### src/rtl/cfd_pkg.sv
// cfd_pkg: shared constants, types and helpers of the command frame decoder
// no dependencies; used by cfd_front, cfd_frame_q, cfd_back and the top level
package cfd_pkg;

  // frame geometry
  localparam int FRAME_BYTES = 16;
  localparam int STORE_DEPTH = FRAME_BYTES - 3;
  localparam int PHASE_W     = $clog2(FRAME_BYTES);
  localparam int STORE_AW    = $clog2(STORE_DEPTH);

  // queue geometry, shared by the frame queue and the result queue
  localparam int Q_DEPTH = 2;
  localparam int Q_AW    = (Q_DEPTH > 1) ? $clog2(Q_DEPTH) : 1;
  localparam int Q_CW    = $clog2(Q_DEPTH + 1);

  // header bytes
  localparam logic [7:0] HDR_FIRST  = 8'hA5;
  localparam logic [7:0] HDR_SECOND = 8'h5A;

  // command codes
  localparam logic [7:0] CMD_NONE = 8'd0;
  localparam logic [7:0] CMD_MAX  = 8'd7;
  localparam logic [2:0] CMD_WALK = 3'd3;
  localparam logic [2:0] CMD_GOTO = 3'd4;
  localparam logic [2:0] CMD_POSE = 3'd5;
  localparam logic [2:0] CMD_MOVE = 3'd7;

  typedef logic [7:0] store_t [STORE_DEPTH];

  // one classified frame, front to back
  typedef struct packed {
    logic [2:0]  cmd;
    logic        ok;
    logic [15:0] w3;
    logic [15:0] w5;
    logic [15:0] w7;
    logic [15:0] w9;
    logic [7:0]  b9;
    logic [7:0]  b10;
    logic [7:0]  b11;
    logic [7:0]  b12;
  } frame_rec_t;

  // one result request
  typedef struct packed {
    logic [2:0]  command;
    logic [15:0] pos_x;
    logic [15:0] pos_y;
    logic [15:0] pos_z;
    logic [7:0]  speed;
    logic [7:0]  duration;
    logic [7:0]  waypoint;
    logic [15:0] roll;
    logic [15:0] pitch;
    logic [15:0] yaw;
    logic        checksum_ok;
  } result_t;

  // frame byte k; bytes outside the stored part of the frame read as zero
  function automatic logic [7:0] frame_byte(input store_t s, input int k);
    logic [7:0] v;
    v = 8'h00;
    if (k >= 2 && k <= FRAME_BYTES - 2) begin
      v = s[k-2];
    end
    return v;
  endfunction

  // big-endian word starting at frame byte k
  function automatic logic [15:0] frame_word(input store_t s, input int k);
    return {frame_byte(s, k), frame_byte(s, k + 1)};
  endfunction

endpackage

### src/rtl/cfd_front.sv
// cfd_front: header hunt, byte collection, running sum and frame classification
// depends on cfd_pkg; pushes frame records into cfd_frame_q
module cfd_front (
  input  logic                clk,
  input  logic                rst_n,
  input  logic                in_push,
  output logic                in_full,
  input  logic [7:0]          in_rx_byte,
  input  logic                fq_full,
  output logic                fq_push,
  output cfd_pkg::frame_rec_t fq_rec
);

  typedef enum logic [2:0] {
    ST_HUNT = 3'b001,
    ST_HDR  = 3'b010,
    ST_BODY = 3'b100
  } fstate_t;

  fstate_t                       state_r, state_nxt;
  logic [cfd_pkg::PHASE_W-1:0]   phase_r, phase_nxt;
  logic [7:0]                    sum_r, sum_nxt;
  cfd_pkg::store_t               store_r;
  logic                          accept;
  logic                          last;
  logic                          store_we;
  logic [cfd_pkg::STORE_AW-1:0]  store_idx;
  logic [7:0]                    cmd_byte;
  logic                          cmd_known;

  // a byte is taken whenever the frame queue has room
  assign in_full = fq_full;
  assign accept  = in_push & ~in_full;
  assign last    = (phase_r == cfd_pkg::PHASE_W'(cfd_pkg::FRAME_BYTES - 1));
  assign store_idx = cfd_pkg::STORE_AW'(phase_r - cfd_pkg::PHASE_W'(2));

  // classify the collected frame
  assign cmd_byte  = cfd_pkg::frame_byte(store_r, 2);
  assign cmd_known = (cmd_byte != cfd_pkg::CMD_NONE) && (cmd_byte <= cfd_pkg::CMD_MAX);

  always_comb begin
    fq_rec.cmd = cmd_byte[2:0];
    fq_rec.ok  = (sum_r == in_rx_byte);
    fq_rec.w3  = cfd_pkg::frame_word(store_r, 3);
    fq_rec.w5  = cfd_pkg::frame_word(store_r, 5);
    fq_rec.w7  = cfd_pkg::frame_word(store_r, 7);
    fq_rec.w9  = cfd_pkg::frame_word(store_r, 9);
    fq_rec.b9  = cfd_pkg::frame_byte(store_r, 9);
    fq_rec.b10 = cfd_pkg::frame_byte(store_r, 10);
    fq_rec.b11 = cfd_pkg::frame_byte(store_r, 11);
    fq_rec.b12 = cfd_pkg::frame_byte(store_r, 12);
  end

  // frame phase tracking
  always_comb begin
    state_nxt = state_r;
    phase_nxt = phase_r;
    sum_nxt   = sum_r;
    store_we  = 1'b0;
    fq_push   = 1'b0;
    unique case (state_r)
      ST_HUNT: begin
        if (accept && in_rx_byte == cfd_pkg::HDR_FIRST) begin
          state_nxt = ST_HDR;
          sum_nxt   = cfd_pkg::HDR_FIRST;
        end
      end
      ST_HDR: begin
        if (accept) begin
          if (in_rx_byte == cfd_pkg::HDR_SECOND) begin
            state_nxt = ST_BODY;
            phase_nxt = cfd_pkg::PHASE_W'(2);
            sum_nxt   = sum_r + in_rx_byte;
          end else if (in_rx_byte == cfd_pkg::HDR_FIRST) begin
            sum_nxt = cfd_pkg::HDR_FIRST;
          end else begin
            state_nxt = ST_HUNT;
          end
        end
      end
      ST_BODY: begin
        if (accept) begin
          if (!last) begin
            store_we  = 1'b1;
            sum_nxt   = sum_r + in_rx_byte;
            phase_nxt = phase_r + cfd_pkg::PHASE_W'(1);
          end else begin
            state_nxt = ST_HUNT;
            fq_push   = cmd_known;
          end
        end
      end
      default: begin
        state_nxt = ST_HUNT;
      end
    endcase
  end

  always_ff @(posedge clk) begin
    if (!rst_n) begin
      state_r <= ST_HUNT;
      phase_r <= '0;
      sum_r   <= '0;
    end else begin
      state_r <= state_nxt;
      phase_r <= phase_nxt;
      sum_r   <= sum_nxt;
    end
  end

  // frame byte store
  always_ff @(posedge clk) begin
    if (store_we) begin
      store_r[store_idx] <= in_rx_byte;
    end
  end

endmodule

### src/rtl/cfd_frame_q.sv
// cfd_frame_q: short queue of classified frames between front and back
// depends on cfd_pkg
module cfd_frame_q (
  input  logic                clk,
  input  logic                rst_n,
  input  logic                push,
  input  cfd_pkg::frame_rec_t push_rec,
  output logic                full,
  input  logic                pop,
  output cfd_pkg::frame_rec_t pop_rec,
  output logic                empty
);

  cfd_pkg::frame_rec_t         mem_r [cfd_pkg::Q_DEPTH];
  logic [cfd_pkg::Q_AW-1:0]    wptr_r, wptr_nxt;
  logic [cfd_pkg::Q_AW-1:0]    rptr_r, rptr_nxt;
  logic [cfd_pkg::Q_CW-1:0]    count_r, count_nxt;
  logic                        do_push;
  logic                        do_pop;

  assign full    = (count_r == cfd_pkg::Q_CW'(cfd_pkg::Q_DEPTH));
  assign empty   = (count_r == '0);
  assign do_push = push & ~full;
  assign do_pop  = pop & ~empty;
  assign pop_rec = mem_r[rptr_r];

  // pointer and count update
  always_comb begin
    wptr_nxt  = wptr_r;
    rptr_nxt  = rptr_r;
    count_nxt = count_r;
    if (do_push) begin
      wptr_nxt = (wptr_r == cfd_pkg::Q_AW'(cfd_pkg::Q_DEPTH - 1)) ? '0
                 : wptr_r + cfd_pkg::Q_AW'(1);
    end
    if (do_pop) begin
      rptr_nxt = (rptr_r == cfd_pkg::Q_AW'(cfd_pkg::Q_DEPTH - 1)) ? '0
                 : rptr_r + cfd_pkg::Q_AW'(1);
    end
    if (do_push && !do_pop) begin
      count_nxt = count_r + cfd_pkg::Q_CW'(1);
    end else if (do_pop && !do_push) begin
      count_nxt = count_r - cfd_pkg::Q_CW'(1);
    end
  end

  always_ff @(posedge clk) begin
    if (!rst_n) begin
      wptr_r  <= '0;
      rptr_r  <= '0;
      count_r <= '0;
    end else begin
      wptr_r  <= wptr_nxt;
      rptr_r  <= rptr_nxt;
      count_r <= count_nxt;
    end
  end

  // entry storage
  always_ff @(posedge clk) begin
    if (do_push) begin
      mem_r[wptr_r] <= push_rec;
    end
  end

endmodule

### src/rtl/cfd_back.sv
// cfd_back: applies frame commands to the retained fields and queues results
// depends on cfd_pkg; takes frame records from cfd_frame_q
module cfd_back (
  input  logic                clk,
  input  logic                rst_n,
  input  logic                fq_empty,
  input  cfd_pkg::frame_rec_t fq_rec,
  output logic                fq_pop,
  output logic                out_empty,
  input  logic                out_pop,
  output cfd_pkg::result_t    out_res
);

  logic [15:0]               pos_x_r, pos_x_nxt;
  logic [15:0]               pos_y_r, pos_y_nxt;
  logic [15:0]               pos_z_r, pos_z_nxt;
  logic [15:0]               roll_r, roll_nxt;
  logic [15:0]               pitch_r, pitch_nxt;
  logic [15:0]               yaw_r, yaw_nxt;
  logic [7:0]                speed_r, speed_nxt;
  logic [7:0]                dur_r, dur_nxt;
  logic [7:0]                wpt_r, wpt_nxt;

  cfd_pkg::result_t          oq_mem_r [cfd_pkg::Q_DEPTH];
  logic [cfd_pkg::Q_AW-1:0]  oq_wptr_r, oq_wptr_nxt;
  logic [cfd_pkg::Q_AW-1:0]  oq_rptr_r, oq_rptr_nxt;
  logic [cfd_pkg::Q_CW-1:0]  oq_count_r, oq_count_nxt;
  logic                      oq_full;
  logic                      oq_pop;
  cfd_pkg::result_t          res;

  // take a frame whenever the result queue has room
  assign oq_full = (oq_count_r == cfd_pkg::Q_CW'(cfd_pkg::Q_DEPTH));
  assign fq_pop  = ~fq_empty & ~oq_full;

  // retained field update per command
  always_comb begin
    pos_x_nxt = pos_x_r;
    pos_y_nxt = pos_y_r;
    pos_z_nxt = pos_z_r;
    roll_nxt  = roll_r;
    pitch_nxt = pitch_r;
    yaw_nxt   = yaw_r;
    speed_nxt = speed_r;
    dur_nxt   = dur_r;
    wpt_nxt   = wpt_r;
    unique case (fq_rec.cmd)
      cfd_pkg::CMD_WALK: begin
        pos_x_nxt = fq_rec.w3;
        pos_y_nxt = fq_rec.w5;
        pos_z_nxt = fq_rec.w7;
        speed_nxt = fq_rec.b9;
      end
      cfd_pkg::CMD_GOTO: begin
        pos_x_nxt = fq_rec.w3;
        pos_y_nxt = fq_rec.w5;
        pos_z_nxt = fq_rec.w7;
        dur_nxt   = fq_rec.b9;
        wpt_nxt   = fq_rec.b10;
      end
      cfd_pkg::CMD_MOVE: begin
        pos_x_nxt = fq_rec.w3;
        pos_y_nxt = fq_rec.w5;
        pos_z_nxt = fq_rec.w7;
      end
      cfd_pkg::CMD_POSE: begin
        roll_nxt  = fq_rec.w3;
        pitch_nxt = fq_rec.w5;
        yaw_nxt   = fq_rec.w7;
        pos_z_nxt = fq_rec.w9;
        dur_nxt   = fq_rec.b11;
        wpt_nxt   = fq_rec.b12;
      end
      default: begin
      end
    endcase
  end

  // result built from the updated fields
  always_comb begin
    res.command     = fq_rec.cmd;
    res.pos_x       = pos_x_nxt;
    res.pos_y       = pos_y_nxt;
    res.pos_z       = pos_z_nxt;
    res.speed       = speed_nxt;
    res.duration    = dur_nxt;
    res.waypoint    = wpt_nxt;
    res.roll        = roll_nxt;
    res.pitch       = pitch_nxt;
    res.yaw         = yaw_nxt;
    res.checksum_ok = fq_rec.ok;
  end

  always_ff @(posedge clk) begin
    if (!rst_n) begin
      pos_x_r <= '0;
      pos_y_r <= '0;
      pos_z_r <= '0;
      roll_r  <= '0;
      pitch_r <= '0;
      yaw_r   <= '0;
      speed_r <= '0;
      dur_r   <= '0;
      wpt_r   <= '0;
    end else if (fq_pop) begin
      pos_x_r <= pos_x_nxt;
      pos_y_r <= pos_y_nxt;
      pos_z_r <= pos_z_nxt;
      roll_r  <= roll_nxt;
      pitch_r <= pitch_nxt;
      yaw_r   <= yaw_nxt;
      speed_r <= speed_nxt;
      dur_r   <= dur_nxt;
      wpt_r   <= wpt_nxt;
    end
  end

  // result queue control
  assign out_empty = (oq_count_r == '0);
  assign oq_pop    = out_pop & ~out_empty;
  assign out_res   = oq_mem_r[oq_rptr_r];

  always_comb begin
    oq_wptr_nxt  = oq_wptr_r;
    oq_rptr_nxt  = oq_rptr_r;
    oq_count_nxt = oq_count_r;
    if (fq_pop) begin
      oq_wptr_nxt = (oq_wptr_r == cfd_pkg::Q_AW'(cfd_pkg::Q_DEPTH - 1)) ? '0
                    : oq_wptr_r + cfd_pkg::Q_AW'(1);
    end
    if (oq_pop) begin
      oq_rptr_nxt = (oq_rptr_r == cfd_pkg::Q_AW'(cfd_pkg::Q_DEPTH - 1)) ? '0
                    : oq_rptr_r + cfd_pkg::Q_AW'(1);
    end
    if (fq_pop && !oq_pop) begin
      oq_count_nxt = oq_count_r + cfd_pkg::Q_CW'(1);
    end else if (oq_pop && !fq_pop) begin
      oq_count_nxt = oq_count_r - cfd_pkg::Q_CW'(1);
    end
  end

  always_ff @(posedge clk) begin
    if (!rst_n) begin
      oq_wptr_r  <= '0;
      oq_rptr_r  <= '0;
      oq_count_r <= '0;
    end else begin
      oq_wptr_r  <= oq_wptr_nxt;
      oq_rptr_r  <= oq_rptr_nxt;
      oq_count_r <= oq_count_nxt;
    end
  end

  // result queue storage
  always_ff @(posedge clk) begin
    if (fq_pop) begin
      oq_mem_r[oq_wptr_r] <= res;
    end
  end

endmodule

### src/rtl/command_frame_decoder.sv
// Command frame decoder. Takes one received byte per clock while in_full is low,
// hunts for the header A5 5A and collects a 16-byte frame (header, command,
// twelve payload bytes, sum checksum). A frame with command 1 to 7 yields one
// result holding the command, all retained position, angle and small fields
// (updated first by commands 3, 4, 5 and 7) and a checksum flag; other commands yield nothing.
// Rate: one byte per cycle while in_full is low. With both queues empty, a
// frame record is registered into the frame queue as its checksum byte is
// accepted, then its result is registered into the result queue for the output.
// full rises only when the two-entry frame queue
// between the byte front end and the command back end is full, which happens
// when results are not popped; a frame is at least 16 bytes, so a
// consumer that pops once per frame never stalls the byte stream.
// depends on cfd_pkg, cfd_front, cfd_frame_q, cfd_back
module command_frame_decoder (
  input  logic               clk,
  input  logic               rst_n,
  input  logic               in_push,
  output logic               in_full,
  input  logic [7:0]         in_rx_byte,
  output logic               out_empty,
  input  logic               out_pop,
  output logic [2:0]         out_command,
  output logic signed [15:0] out_pos_x,
  output logic signed [15:0] out_pos_y,
  output logic signed [15:0] out_pos_z,
  output logic signed [7:0]  out_speed,
  output logic signed [7:0]  out_duration,
  output logic signed [7:0]  out_waypoint,
  output logic signed [15:0] out_roll_angle,
  output logic signed [15:0] out_pitch_angle,
  output logic signed [15:0] out_yaw_angle,
  output logic               out_checksum_ok
);

  logic                fq_full;
  logic                fq_push;
  logic                fq_empty;
  logic                fq_pop;
  cfd_pkg::frame_rec_t fq_push_rec;
  cfd_pkg::frame_rec_t fq_pop_rec;
  cfd_pkg::result_t    res;

  // byte front end
  cfd_front u_front (
    .clk        (clk),
    .rst_n      (rst_n),
    .in_push    (in_push),
    .in_full    (in_full),
    .in_rx_byte (in_rx_byte),
    .fq_full    (fq_full),
    .fq_push    (fq_push),
    .fq_rec     (fq_push_rec)
  );

  // frame queue
  cfd_frame_q u_frame_q (
    .clk      (clk),
    .rst_n    (rst_n),
    .push     (fq_push),
    .push_rec (fq_push_rec),
    .full     (fq_full),
    .pop      (fq_pop),
    .pop_rec  (fq_pop_rec),
    .empty    (fq_empty)
  );

  // command back end
  cfd_back u_back (
    .clk       (clk),
    .rst_n     (rst_n),
    .fq_empty  (fq_empty),
    .fq_rec    (fq_pop_rec),
    .fq_pop    (fq_pop),
    .out_empty (out_empty),
    .out_pop   (out_pop),
    .out_res   (res)
  );

  // result fields
  assign out_command     = res.command;
  assign out_pos_x       = $signed(res.pos_x);
  assign out_pos_y       = $signed(res.pos_y);
  assign out_pos_z       = $signed(res.pos_z);
  assign out_speed       = $signed(res.speed);
  assign out_duration    = $signed(res.duration);
  assign out_waypoint    = $signed(res.waypoint);
  assign out_roll_angle  = $signed(res.roll);
  assign out_pitch_angle = $signed(res.pitch);
  assign out_yaw_angle   = $signed(res.yaw);
  assign out_checksum_ok = res.checksum_ok;

endmodule
### config.mk
export PLATFORM = sky130hd
export DESIGN_NAME = command_frame_decoder
export DESIGN_NICKNAME = d
export VERILOG_FILES = /design/src/rtl/cfd_pkg.sv /design/src/rtl/cfd_front.sv /design/src/rtl/cfd_frame_q.sv /design/src/rtl/cfd_back.sv /design/src/rtl/command_frame_decoder.sv
export SDC_FILE = /design/constraint.sdc
export NUM_CORES = 1
export LEC_CHECK = 0
export ABC_CLOCK_PERIOD_IN_PS = 6600
export BUFFER_PORTS_ARGS = -buffer_cell sky130_fd_sc_hd__buf_2
export CORE_MARGIN = 2
export CORE_UTILIZATION = 30
export CTS_BUF_LIST = sky130_fd_sc_hd__clkbuf_16
export CTS_CLUSTER_SIZE = 16
export DETAILED_ROUTE_END_ITERATION = 6
export PLACE_DENSITY = 0.51
export SETUP_SLACK_MARGIN = 0.3
export SLEW_MARGIN = 20
export SYNTH_ARGS = -nofsm -noshare
export SYNTH_HDL_FRONTEND = slang
export SYNTH_SLANG_ARGS = --single-unit
### constraint.sdc
create_clock -name clk -period 6.6 [get_ports clk]
set_input_delay 1.65 -clock clk [delete_from_list [all_inputs] [get_ports clk]]
set_output_delay 1.65 -clock clk [all_outputs]
set_load 0.02 [all_outputs]
==> flow_summary.yaml, run 1 <==
outcome:
  outcome: "finished clean"
critical_path:
  critPathKind: "reg -> out"
  cp-end-kind: "output pin"
  cpPeakStageDelay_ns: 0.76
  required_ns: 4.95
  worstPathArrival_ns: 2.70
  worst-path-buf-inv: 2
  cp_slowest_cell: "dfxtp_4"
  path_delay_family: "buffers and inverters"
  start_kind: "flop"
  worstPathCellList: "buf_4 > mux2_2 > buf_2"
  worst-path-max-fanout: 44
synthesis:
  syn-cell-area_mm2: 0.0253
  ys_warn_count: 0
  synth_cell_types: 68
  ys_ff_latch: 649
  synth.top_cell.area_share: 0.599
  ys_seq_area_frac: 0.714
  synth_edf_count: 504
  yosys.area.top_type: "edfxtp_1"
  synth_top_flop_cell: "edfxtp_1"
  avgSynthCellArea_um2: 14.2
  synth_area_leaders: "edfxtp_1, dfxtp_1, mux2_2, nand2_1, mux2i_1"
  synthArstFlopShare: 0
  synth_commonest_cells: "edfxtp_1, nand2_1, dfxtp_1, mux2_2, a21oi_1"
  syn_nets: 1806
  syn_inst: 1778
  yosysMostFrequentCell: "edfxtp_1"
timing:
  holdWs_ns: 0.442
  tightestPinTransition_ns: 1.03
  fmax_mhz: 230
  setup_viol: 0
  min_period_ns: 4.35
  setup-tns-final_ns: 0
  finClkSkew_ns: 0.0320
  hold_violations: 0
  relSlewSlack: 0.310
  period_share: 0.659
  fin_ws_ns: 2.25
  drv_slew: 0
  rsz0062_at_grt: "no"
cells_and_area:
  nFillCells: 7968
  final_net_count: 1938
  area_delta_synth_final_pct: 16.1
  drive_gt1_frac: 0.226
  layout.cells.non_filler: 3049
  seq_area_mm2: 0.0180
  finish.instance_area_mm2: 0.0293
  multiInputGateArea_mm2: 0.00663
clock_tree:
  cts_tree: "yes"
  clk_latency_ns: 0.61
  cts_setup_buffers: 0
  path_clk_slew_ns: 0.05
  postCtsHoldBufs: 0
  clock-sinks: 649
  clockBufferDepth: 3
  post_cts_resize_count: 0
  cts-htree-levels: 3
  cts_buffers: 69
  clock-root-buffer: "clkbuf_16"
place:
  placed_area_mm2: 0.0270
  gp_congestion: 0.716
  place_inst: 2919
  dpl.hpwl_mm: 35.6
  place_ws_ns: 2.53
  port_buffers: 137
detailed_routing:
  drtIter0Drc: 986
  drt_wl_total_mm: 57.3
  vias: 14200
  detail_route.wl_per_cell_um: 18.8
  drc_errors: 0
  drt-pass1-iter-count: 5
  ant_nets: 0
  vias_per_cell: 4.65
job:
  maxCapViolations: 0
global_route:
  grt_max_degree: 85
  grt-ovfl-total: 0
  grt_pass1_vias: 14100
  grt_usage: 0.131
  antenna_found_initial: 7
  grt_pass1_wl_mm: 85.9
die:
  row_count: 106
  core_mm2: 0.0836
  dieWidth_um: 294
  initial_core_util: 0.302
  die_area_mm2: 0.0865
  io_pins: 138
  dieHeight_um: 294
power:
  p_leak_nw: 9.82
  power_density_mw_per_mm2: 432
  vdd_ir_drop_max_mv: 0.201
worst_hold_path:
  hold_class: "reg -> reg"
[final cells by class]
cell class                      instances  share of cell area
Sequential cell                       649               0.616
Multi-Input combinational cell        991               0.226
Clock buffer                           71              0.0606
Tap cell                             1080              0.0461
Timing Repair Buffer                  157              0.0289
Clock inverter                         56              0.0168
Inverter                               42             0.00555
Antenna cell                            3            0.000256
[power breakdown]
| group | switching (mW) | internal [mW] | total (mW) | leakage [nW] |
|---|---|---|---|---|
| Clock | 1.58 | 2.27 | 3.86 | 1.16 |
| Sequential | 0.269 | 5.21 | 5.48 | 5.81 |
| Combinational | 2.16 | 1.16 | 3.33 | 2.85 |
| Total | 4.02 | 8.65 | 12.7 | 9.82 |
[flip-flops by register name, summed over array words and instances, names as in the netlist, named ones only]
signal / flops
u_front.sum_r: 8
u_front.state_r: 3
u_back.speed_r: 8
u_back.pos_y_r: 16
u_back.oq_wptr_r: 1
u_back.pitch_r: 16
u_back.pos_x_r: 16
u_front.fq_rec: 80
u_back.pos_z_r: 16
u_back.oq_count_r: 2
u_frame_q.rptr_r: 1
u_front.cmd_byte: 8
u_back.roll_r: 16
u_front.phase_r: 4
u_frame_q.mem_r: 168
u_back.wpt_r: 8
u_back.dur_r: 8
u_frame_q.wptr_r: 1
u_frame_q.count_r: 2
u_back.oq_mem_r: 248
u_back.yaw_r: 16
u_back.oq_rptr_r: 1
[cell families after synthesis]
kind of cell	Yosys count	synth area share
DFF	649	0.714
and+or+nand+nor	454	0.0798
AOI/OAI and AO/OA	254	0.0599
muxes	251	0.107
buffers and inverters	138	0.0251
xor gates and xnor gates	16	0.00555
adders and majority gates	16	0.00822
[final timing paths]
| check | slack (ns) | startpoint | cells after the start | end |
|---|---|---|---|---|
| hold reg to reg | 0.44 | u_front.fq_rec[86]$_DFFE_PP_ | 0 | u_frame_q.mem_r[0][86]$_DFFE_PP_ |
| setup reg to reg | 3.05 | flop | 6 | u_back.yaw_r[3]$_SDFFE_PN0P_ |
| setup / recovery | 2.25 | flop | 3 | out_waypoint[1] |
| hold / removal | 0.44 | u_front.fq_rec[86]$_DFFE_PP_ | 0 | u_frame_q.mem_r[0][86]$_DFFE_PP_ |
[placed cells by master (no fill, tap or decap), drive strengths merged, types with 4 or more instances in the layout]
cell and instances:
xor2 7, nand2b 4, and3 4, a221o 16, clkinvlp 5, and2 13
clkinv 26, bufinv 8, nor4 5, a21oi 117, nor2 70, nor3 39
ha 15, clkbuf 71, buf 157, mux2i 108, nand2 292, nand3 8
o21ai 70, o22ai 17, dfxtp 145, mux2 143, edfxtp 504, xnor2 9
or3 4, a211oi 10, inv 59
[layer usage]
layer / vias to the layer above / GRT usage / share of wire
li1: 6772 / - / -
met1: 7019 / 0.166 / 0.43
met2: 292 / 0.224 / 0.50
met3: 95 / 0.0218 / 0.046
met4: 6 / 0.0475 / 0.024
met5: - / 0 / 0.00059
[metrics by stage]
stage | power (mW) | util
global route | 13.3 | 0.351
CTS | 12.9 | 0.351
floorplan | 7.85 | -
finish | 12.7 | 0.351
detailed placement | 8.98 | 0.324
global placement | 8.91 | 0.323
Power figures use the tool's default switching activity.
==> inputs of run 2 (changes only) <==
- ABC_CLOCK_PERIOD_IN_PS: 6600 -> 4500
- PLACE_DENSITY: 0.51 -> 0.49
- clock period: 6.6 -> 4.5 ns (I/O delays scaled with it)
==> flow_summary.yaml, run 2 (synthesis results as in run 1) <==
critical_path:
  cpPeakStageDelay_ns: 0.52
  critPathKind: "reg -> out"
  start_kind: "flop"
  path_delay_family: "buffers and inverters"
  required_ns: 3.38
  cp_slowest_cell: "dfxtp_4"
  worstPathCellList: "buf_12 > mux2_2 > buf_2"
  worst-path-buf-inv: 2
  worst-path-max-fanout: 55
  cp-end-kind: "output pin"
  worstPathArrival_ns: 2.17
place:
  place_ws_ns: 1.26
  placed_area_mm2: 0.0272
  gp_congestion: 0.729
  port_buffers: 137
  dpl.hpwl_mm: 36.6
clock_tree:
  cts_setup_buffers: 0
  post_cts_resize_count: 0
  clk_latency_ns: 0.60
  cts_tree: "yes"
  clock-sinks: 649
  postCtsHoldBufs: 0
  path_clk_slew_ns: 0.06
  clockBufferDepth: 3
  cts_buffers: 69
  cts-htree-levels: 3
  clock-root-buffer: "clkbuf_16"
timing:
  fin_ws_ns: 1.20
  setup-tns-final_ns: 0
  hold_violations: 0
  rsz0062_at_grt: "no"
  period_share: 0.733
  finClkSkew_ns: 0.0276
  min_period_ns: 3.30
  setup_viol: 0
  drv_slew: 0
  tightestPinTransition_ns: 0.974
  holdWs_ns: 0.439
  fmax_mhz: 303
  relSlewSlack: 0.332
detailed_routing:
  ant_nets: 0
  drc_errors: 0
  drt_wl_total_mm: 59.5
  vias: 14300
  drt-pass1-iter-count: 5
  vias_per_cell: 4.68
  detail_route.wl_per_cell_um: 19.5
  drtIter0Drc: 780
global_route:
  grt_use_met2: 0.231
  grt_pass1_wl_mm: 89.1
  antenna_found_initial: 5
  grt-busiest-layer: "met2"
  grt-ovfl-total: 0
  grt_pass1_vias: 14100
  grt_max_degree: 106
  grt_use_met3: 0.0204
  grt_usage: 0.136
  grtUsageMet1: 0.175
die:
  dieWidth_um: 294
  die_area_mm2: 0.0865
  core_mm2: 0.0836
  initial_core_util: 0.302
  io_pins: 138
  row_count: 106
  dieHeight_um: 294
power:
  vdd_ir_drop_max_mv: 0.342
  comb_power_share: 0.271
  power_density_mw_per_mm2: 637
  pwr-share-seq: 0.424
  p_leak_nw: 9.91
  p_switching_mw: 6.02
  p_sw_frac: 0.320
  p_clk_frac: 0.305
  p_int_mw: 12.8
cells_and_area:
  final_cell_mix: "edfxtp_1, nand2_1, dfxtp_1"
  largest-register: "u_back.oq_mem_r"
  layout_commonest_cell: "edfxtp_1"
  final_net_count: 1946
  area_delta_synth_final_pct: 16.8
  finish.instance_area_mm2: 0.0295
  largest_reg_flops: 248
  drive_gt1_frac: 0.230
  finish.utilization: 0.353
worst_hold_path:
  hold_class: "reg -> reg"
job:
  maxCapViolations: 0
outcome:
  outcome: "finished clean"
run 2: changes by cell type in the layout (fill, tap and decap cells not counted), moves of 2 or more:
cell	previous run	this run
buf_12	1	8
clkbuf_16	71	74
inv_1	53	51
clkinv_8	2	0
clkinv_4	0	3
run 2: stage by stage:
stage / std cells / total power [mW]
CTS: 3055 / 19.1
finish: 3058 / 18.8
detailed placement: 2927 / 13.3
global placement: 2927 / 13.3
global route: 3058 / 19.7
floorplan: 1778 / 11.5
run 2: final timing paths:
kind	start	to	slack, ns	cells after the start
worst max-delay path	flop	out_pos_z[3]	1.20	3
worst min-delay path	u_front.fq_rec[62]$_DFFE_PP_	u_frame_q.mem_r[0][62]$_DFFE_PP_	0.44	0
worst max register to register	flop	u_back.roll_r[9]$_SDFFE_PN0P_	1.39	6
worst min register to register	u_front.fq_rec[62]$_DFFE_PP_	u_frame_q.mem_r[0][62]$_DFFE_PP_	0.44	0
run 2: layer usage:
metal  up-vias  part of all wire
li1       6786                 -
met1      7153              0.44
met2       292              0.49
met3        84             0.037
met4         2             0.027
met5         -           0.00022
run 2: final cells by class:
| class | instances | area (um^2) |
|---|---|---|
| timing repair buffer | 165 | 996 |
| tap | 1080 | 1350 |
| inverter | 42 | 163 |
| antenna | 3 | 7.51 |
| multi-input combinational | 991 | 6630 |
| clock inverter | 54 | 464 |
| clock buffer | 74 | 1850 |
| sequential | 649 | 18000 |
| fill | 7949 | 54000 |
run 2: power by group through the flow:
stage / registers (mW) / logic [mW] / clock network, mW
after detailed placement: 8.11 / 5.23 / 0
final: 7.98 / 5.10 / 5.73
after CTS: 7.99 / 5.25 / 5.89
after global placement: 8.07 / 5.19 / 0
after floorplan: 7.97 / 3.50 / 0
after global routing: 8.08 / 5.51 / 6.12
==> inputs of run 3 (changes only) <==
- ABC_CLOCK_PERIOD_IN_PS: 4500 -> 3200
- clock period: 4.5 -> 3.2 ns (I/O delays scaled with it)
==> flow_summary.yaml, run 3 (synthesis results as in run 1) <==
timing:
  setup_viol: 0
  rsz0062_at_grt: "no"
  holdWs_ns: 0.436
  period_share: 0.876
  drv_slew: 0
  setup-tns-final_ns: 0
  hold_violations: 0
  min_period_ns: 2.80
  fmax_mhz: 357
  finClkSkew_ns: 0.0233
  tightestPinTransition_ns: 1.01
  relSlewSlack: 0.327
die:
  initial_core_util: 0.302
  row_count: 106
  dieWidth_um: 294
  dieHeight_um: 294
  io_pins: 138
  die_area_mm2: 0.0865
  core_mm2: 0.0836
global_route:
  grt_pass1_vias: 14300
  antenna_found_initial: 7
  grt-ovfl-total: 0
  grt_pass1_wl_mm: 87.5
  grt_max_degree: 125
  grt_usage: 0.133
critical_path:
  worst-path-max-fanout: 41
  worstPathCellList: "buf_12 > mux2_2 > buf_2"
  worstPathArrival_ns: 2.00
  critPathKind: "reg -> out"
  r2r-start: "u_front.phase_r[0]$_SDFFE_PN0P_"
  cp-end-kind: "output pin"
  cpPeakStageDelay_ns: 0.47
  r2r_end: "u_frame_q.mem_r[0][12]$_DFFE_PP_"
  ff2ff_setup_slack_ns: 0.66
  start_kind: "flop"
  worst-path-buf-inv: 2
  required_ns: 2.40
  cp_slowest_cell: "dfxtp_4"
  path_delay_family: "flip-flops"
  r2r_cells: 6
job:
  maxCapViolations: 0
cells_and_area:
  area_delta_synth_final_pct: 17.2
  largest_reg_flops: 248
  final_net_count: 1959
  largest-register: "u_back.oq_mem_r"
  finish.utilization: 0.354
  final_cell_mix: "edfxtp_1, nand2_1, mux2_2"
  finish.instance_area_mm2: 0.0296
  layout_commonest_cell: "edfxtp_1"
  layout.cells.non_filler: 3066
  drive_gt1_frac: 0.236
place:
  port_buffers: 137
  gp_congestion: 0.736
  place_inst: 2939
  placed_area_mm2: 0.0274
  dpl.hpwl_mm: 36.7
detailed_routing:
  vias_per_cell: 4.64
  drt-pass1-iter-count: 5
  detail_route.wl_per_cell_um: 18.8
  drtIter0Drc: 807
  drt_wl_total_mm: 57.8
  drc_errors: 0
  ant_nets: 0
  vias: 14200
clock_tree:
  path_clk_slew_ns: 0.06
  clock-sinks: 649
  cts_tree: "yes"
  clock-root-buffer: "clkbuf_16"
  clockBufferDepth: 3
  postCtsHoldBufs: 0
  cts-htree-levels: 3
  clk_latency_ns: 0.59
  cts_buffers: 69
worst_hold_path:
  min_from: "u_front.fq_rec[13]$_DFFE_PP_"
  hold_class: "reg -> reg"
  min_to: "u_frame_q.mem_r[0][13]$_DFFE_PP_"
  hold_depth: 0
power:
  power_density_mw_per_mm2: 884
  p_leak_nw: 9.94
  vdd_ir_drop_max_mv: 0.345
outcome:
  outcome: "finished clean"
## run 3: worst max path at each step
stage,from,to,slack (ns),depth (start not counted)
detailed placement,in_rx_byte[0],u_front.sum_r[6]$_SDFFE_PN0P_,0.40,9
floorplan,u_front.cmd_byte[5]$_DFFE_PP_,u_frame_q.mem_r[0][0]$_DFFE_PP_,0.21,3
finish,flop,out_pos_z[4],0.40,3
CTS,flop,out_pos_z[1],0.32,3
global placement,in_rx_byte[0],u_front.sum_r[6]$_SDFFE_PN0P_,0.35,9
global route,flop,out_pos_z[3],0.30,3
## run 3: worst reg2reg max path, delay by kind of cell (launching register included)
kind                     cells  cell delay [ns]
AO/OA/AOI/OAI                1             0.15
adder cells (fa/ha/maj)      1             0.30
buffers and inverters        1             0.28
flip-flops                   1             0.42
AND/OR/NAND/NOR              3             1.08
## run 3: report_power, final
group	leakage (nW)	total [mW]	switching, mW	internal [mW]
clock	1.12	7.83	3.18	4.65
sequential	5.81	11.2	0.439	10.7
combinational	3.01	7.16	4.62	2.53
total	9.94	26.2	8.24	17.9
## run 3: per-stage QoR
| stage | worst slack, ns | total power, mW |
|---|---|---|
| finish | 0.396 | 26.2 |
| global route | 0.304 | 27.5 |
| CTS | 0.316 | 26.7 |
| detailed placement | 0.400 | 18.7 |
| global placement | 0.355 | 18.6 |
| floorplan | 0.206 | 16.2 |
## run 3: repair_timing
item	in CTS	in global routing
gates resized for setup	2	0
endpoints found under the setup margin	104	0
setup buffers	1	0
## run 3: area by class of cell
class | count | area, um^2
inverters | 42 | 163
well taps | 1080 | 1350
flip-flops and latches | 649 | 18100
diodes | 3 | 7.51
repair buffers | 178 | 1180
clock inverters | 54 | 487
fillers | 8000 | 54000
multi-input cells | 991 | 6640
clock buffers | 69 | 1730
## run 3: layer usage
layer	wire (um)	global-route usage	up-vias
met4	1350	0.0457	6
li1	-	-	6805
met5	40	0	-
met2	29000	0.231	262
met3	2270	0.0194	85
met1	25100	0.169	7059
